### src/sv/rtu_pkg.sv
// rtu_pkg: request codes, word widths, the state update struct and the
// saturation helper shared by the rigid transform unit modules.
// No dependencies.
`default_nettype none

package rtu_pkg;

    localparam int WORD_W = 32;
    localparam int ROWS   = 3;
    // exact sum of three shifted 65-bit products plus a 32-bit term
    localparam int SUM_W  = 67;

    localparam logic [2:0] REQ_LOAD = 3'd0;
    localparam logic [2:0] REQ_FWD  = 3'd1;
    localparam logic [2:0] REQ_INV  = 3'd2;
    localparam logic [2:0] REQ_PRE  = 3'd3;
    localparam logic [2:0] REQ_POST = 3'd4;

    typedef logic [WORD_W-1:0] word_t;

    typedef struct packed {
        logic                   rot_we;
        logic [1:0]             row;
        logic [ROWS-1:0][WORD_W-1:0] rot_row;
        logic [ROWS-1:0]        trans_we;
        logic [ROWS-1:0][WORD_W-1:0] trans_val;
    } rtu_upd_t;

    function automatic word_t sat32(input logic signed [SUM_W-1:0] v);
        logic signed [SUM_W-1:0] hi;
        logic signed [SUM_W-1:0] lo;
        word_t                   r;
        hi = SUM_W'(signed'(33'sh0_7FFF_FFFF));
        lo = -hi - SUM_W'(1);
        if (v > hi)
        begin
            r = 32'h7FFF_FFFF;
        end
        else if (v < lo)
        begin
            r = 32'h8000_0000;
        end
        else
        begin
            r = v[WORD_W-1:0];
        end
        return r;
    endfunction

endpackage

`default_nettype wire

### src/sv/rtu_regs.sv
// rtu_regs: rotation and translation registers of the held transform,
// identity after reset, written from the update struct.
// Depends on rtu_pkg.
`default_nettype none

module rtu_regs #(
    parameter int FRAC_BITS = 16
) (
    input  wire logic                                          clk,
    input  wire logic                                          rst_n,
    input  wire rtu_pkg::rtu_upd_t                             upd,
    output logic [8:0][rtu_pkg::WORD_W-1:0]                    rot,
    output logic [rtu_pkg::ROWS-1:0][rtu_pkg::WORD_W-1:0]      trans
);

    localparam logic [rtu_pkg::WORD_W-1:0] ONE = rtu_pkg::WORD_W'(1) << FRAC_BITS;
    localparam logic [rtu_pkg::WORD_W-1:0] ZERO = '0;
    // identity, row major
    localparam logic [8:0][rtu_pkg::WORD_W-1:0] ROT_RESET =
        {ONE, ZERO, ZERO, ZERO, ONE, ZERO, ZERO, ZERO, ONE};

    logic [8:0][rtu_pkg::WORD_W-1:0]               rot_reg;
    logic [rtu_pkg::ROWS-1:0][rtu_pkg::WORD_W-1:0] trans_reg;

    always_ff @(posedge clk or negedge rst_n)
    begin
        if (!rst_n)
        begin
            rot_reg   <= ROT_RESET;
            trans_reg <= '0;
        end
        else
        begin
            for (int r = 0; r < rtu_pkg::ROWS; r++)
            begin
                if (upd.rot_we && (upd.row == 2'(r)))
                begin
                    for (int c = 0; c < rtu_pkg::ROWS; c++)
                    begin
                        rot_reg[r*3+c] <= upd.rot_row[c];
                    end
                end
                if (upd.trans_we[r])
                begin
                    trans_reg[r] <= upd.trans_val[r];
                end
            end
        end
    end

    assign rot   = rot_reg;
    assign trans = trans_reg;

endmodule

`default_nettype wire

### config.mk
export PLATFORM = sky130hd
export DESIGN_NAME = rtu_regs
export DESIGN_NICKNAME = d
export VERILOG_FILES = /design/src/sv/rtu_pkg.sv /design/src/sv/rtu_regs.sv
export SDC_FILE = /design/constraint.sdc
export NUM_CORES = 1
export LEC_CHECK = 0
export ABC_AREA = 1
export BUFFER_PORTS_ARGS = -buffer_cell sky130_fd_sc_hd__buf_2
export CORE_AREA = 2 2 230 232
export CTS_BUF_LIST = sky130_fd_sc_hd__clkbuf_4 sky130_fd_sc_hd__clkbuf_8 sky130_fd_sc_hd__clkbuf_16
export CTS_CLUSTER_SIZE = 10
export DETAILED_ROUTE_END_ITERATION = 10
export DIE_AREA = 0 0 232 234
export GPL_TIMING_DRIVEN = 0
export SLEW_MARGIN = 20
export SYNTH_ARGS = -nofsm -noshare
export SYNTH_HDL_FRONTEND = slang
export SYNTH_SLANG_ARGS = --single-unit
### constraint.sdc
create_clock -name clk -period 0.8 [get_ports clk]
set_input_delay 0.16 -clock clk [delete_from_list [all_inputs] [get_ports clk]]
set_output_delay 0.16 -clock clk [all_outputs]
set_load 0.01 [all_outputs]
Word-level counts from Yosys, hierarchy flattened
Index checks and enable logic that the tools add are counted.
- flip-flop bits (word level): 384
- input port bits: 200
- output and inout bits: 384
- word-level logic and storage cells: 18
- equal/unequal tests: 2
- reductions and logical operators: 4
- operators with widths (kind ; count):
    1-bit logical AND ; 3
    2-bit by 1-bit equality test with 1-bit output, second input constant ; 1
    2-bit equality test, second input constant ; 1
    2-bit zero test ; 1

Logic depth before layout (Yosys ltp)
- depth in word-level cells: 2
- gate-level depth with buffers: 7
- gate-level depth less buffers: 4

Worst setup path before layout
OpenSTA, ideal clock, no wires.
- path type: input port to flip-flop
- start: input port upd[195] in the netlist's numbering
- end: register rot_reg (netlist bit rot[0])
- library setup time: 0.117 ns
- arrival: 0.968 ns
- data required time: 0.683 ns
- slack: -0.285 ns
- cell stages on the path: 7
- path buffers: 3
- cell sequence: buf_4 nor2_4 nand2_2 buf_2 buf_6 nand2_1 nand2_1
- word-level cells in the longest chain between the ends: 2
- ends and longest elaborated chain (item ; line ; source):
    start, declared ; rtu_regs.sv:11 ; input wire rtu_pkg::rtu_upd_t upd,
    2-bit zero test ; rtu_regs.sv:36 ; if (upd.rot_we && (upd.row == 2'(r)))
    1-bit logical AND ; rtu_regs.sv:36 ;
    end signal, assigned by index ; rtu_regs.sv:40 ; rot_reg[r*3+c] <= upd.rot_row[c];
    end, declared ; rtu_regs.sv:22 ; logic [8:0][rtu_pkg::WORD_W-1:0] rot_reg;
Every way passes these cells.
A chain may end at the register's enable or synchronous reset.

Worst setup path in the final report
- start: register rot_reg (netlist bit rot[272])
- end: output port rot[272] in the netlist's numbering
- RTL lines (item ; line ; source):
    end, declared ; rtu_regs.sv:12 ; output logic [8:0][rtu_pkg::WORD_W-1:0] rot,
No word-level cell between the ends.

==> results.toml <==
[run_status]
status = "finished, violations left"
violations = "hold timing, setup timing"

[clock_network]
cts_sinks = 384
clock_latency_ps = 550
clkSlewWorstSetupHoldPaths_ps = 50
cts_buffers = 45
cts_buffer_depth = 3
cts_tree = "yes"
clockRootBuffer = "clkbuf_16"
cts_hold_buf = 192
htree_levels = 2

[placement]
dp_cells = 2946
io_buffers = 578
gp_congestion = 0.8994
place_area_um2 = 19360
dpl.hpwl_mm = 42.54

[worst_setup_path]
cp.required_ps = 640
cp_cell_sequence = "buf_6"
worstSetupPathType = "flip-flop to output pin"
crit_buf_inv = 1
cp-start-kind = "flip-flop"
cp.arrival_ps = 1200
crit_slowest_cell = "dfstp_2"
slowest_delay_ps = 540
end_kind = "output pin"
crit_path_max_fanout = 2
critPathTopFamily = "flip-flops"

[route]
drc = 0
firstDrtPassIters = 8
first_iter_violations = 952
num_vias = 16200
wl_mm = 64.57
postRouteAntennaNets = 0
via_per_inst = 4.749
routedWlPerCell_um = 18.92

[yosys]
synth_compound_area_share_pct = 3.134
yosys_warnings = 0
yosysUniqueCellTypes = 16
synth_fa_ha_area_share_pct = 0
synth_mux_area_share_pct = 0
synth_simple_gate_area_share_pct = 27.67
postSynthCellCount = 1677
netlist_area_um2 = 15330
syn_area_per_cell_um2 = 9.141
synthXorXnorAreaFrac_pct = 0
synth_nets = 1877
ys_seq_area_share_pct = 62.71
ys_ff_latch = 384
synth_top_family_by_area = "simple AND/OR/NAND/NOR gates"

[grt]
overflow = 0
grt_max_degree = 99
grt_pass1_vias = 15970
grt.total_usage_pct = 21.94
antenna_found_initial = 2
grt_pass1_wl_mm = 91.68

[floorplanning]
dieArea_um2 = 54290
start_util_pct = 29.47
rows = 84
core_area_um2 = 52020
io_pins = 584
die_h_um = 234
die_w_um = 232

[timing]
hold_ws_ps = -526.5
worst_pin_slew_ps = 535.6
finalCritPeriodShare_pct = 170.4
rsz0062_at_grt = "yes"
drv_slew = 0
finalSetupViolCount = 405
fmax_mhz = 733.8
tns_ps = -169160
clock_skew_ps = 0
finalHoldViolCount = 284
fin_crit_ps = 1363
setup_ws_ps = -562.8
slew_headroom_pct = 64.29

[finish]
fin_cells = 3412
nNetsFinal = 2894
final_area_um2 = 25610
post-route-util_pct = 49.24
largest_register_ffs = 288
layout_commonest_cell = "nand2_1"
area_delta_synth_final_pct = 67.09
layout_common_cells = "657 x nand2_1, 419 x buf_2, 381 x dfrtp_1"
drive_gt1_share_pct = 36.35

[pwr]
peakVddDrop_mv = 1.366
cellLeakagePower_nw = 13.83
cellPowerDensity_nw_per_um2 = 2285
p_total_mw = 58.52

[run]
maxCapViolCount = 0

[min_path]
hp-class = "input pin to asynchronous set/reset pin"
layout make-up:
class / count / area [um^2]
clock inverters: 2 / 10.01
flip-flops and latches: 384 / 9613
inverters: 98 / 372.9
repair buffers: 971 / 7756
clock buffers: 72 / 1341
plain buffers: 134 / 858.3
multi-input cells: 1060 / 4795
fillers: 4683 / 26410
diodes: 3 / 7.507
well taps: 688 / 860.8
repair_timing:
item,in CTS,in global routing
setup endpoints to repair,651,555
endpoints found under the hold margin,491,284
resized for setup,223,118
pin swaps,1,10
setup buffers,111,99
cloned,2,1
logic make-up (layout without fill, tap and decap cells):
kind of cell | after synthesis | after routing
DFF | 384 | 384
and+or+nand+nor | 964 | 964
AOI/OAI and AO/OA | 96 | 96
other | 0 | 3
buffers and inverters | 233 | 1277
power by group:
part | internal (mW) | switching (mW) | total (mW)
registers | 22.2 | 1.94 | 24.2
clock network | 11.4 | 8.04 | 19.4
logic | 7.73 | 7.19 | 14.9
path summary, 6_finish.rpt:
check                         start        end  slack, ps  cells after the start
max reg2reg                rot[185]   rot[185]        -80                      4
max                        rot[272]   rot[272]       -560                      1
min                           rst_n  trans[49]       -530                      1
min reg2reg                rot[275]   rot[275]        470                      2
min in group clk            upd[97]  trans[34]          0                      2
max in group asynchronous     rst_n    rot[30]        280                      3
metal layers:
layer | up-vias | global-route usage (%) | part of all wire [%]
met5 | - | 0 | 0
met3 | 174 | 6.603 | 7.6
li1 | 7500 | - | -
met1 | 7855 | 25.24 | 38
met4 | 0 | 9.655 | 4.4
met2 | 673 | 37.79 | 50
per-stage QoR:
step	setup WS [ps]	hold WS, ps
after detailed placement	-942.5	239.2
after CTS	-587.6	-450.3
final	-562.8	-526.5
after global routing	-603.6	-539.4
after global placement	-8014	368.4
after floorplan	-193.0	-135.6
cells in the mapped netlist:
master    instances  area share [%]
nand2_2           1           0.041
buf_2            60             2.0
dfstp_2           3            0.51
buf_6             4            0.29
nand2_1         672              16
clkbuf_1         55             1.3
dfrtp_1         381              62
inv_2             2           0.049
nand4_1         192             7.8
buf_4             4            0.20
buf_1            12            0.29
nand3_2           2            0.13
nand3_1          96             3.1
inv_1            96             2.4
o21ai_0          96             3.1
nor2_4            1           0.073
Power figures use the tool's default switching activity.
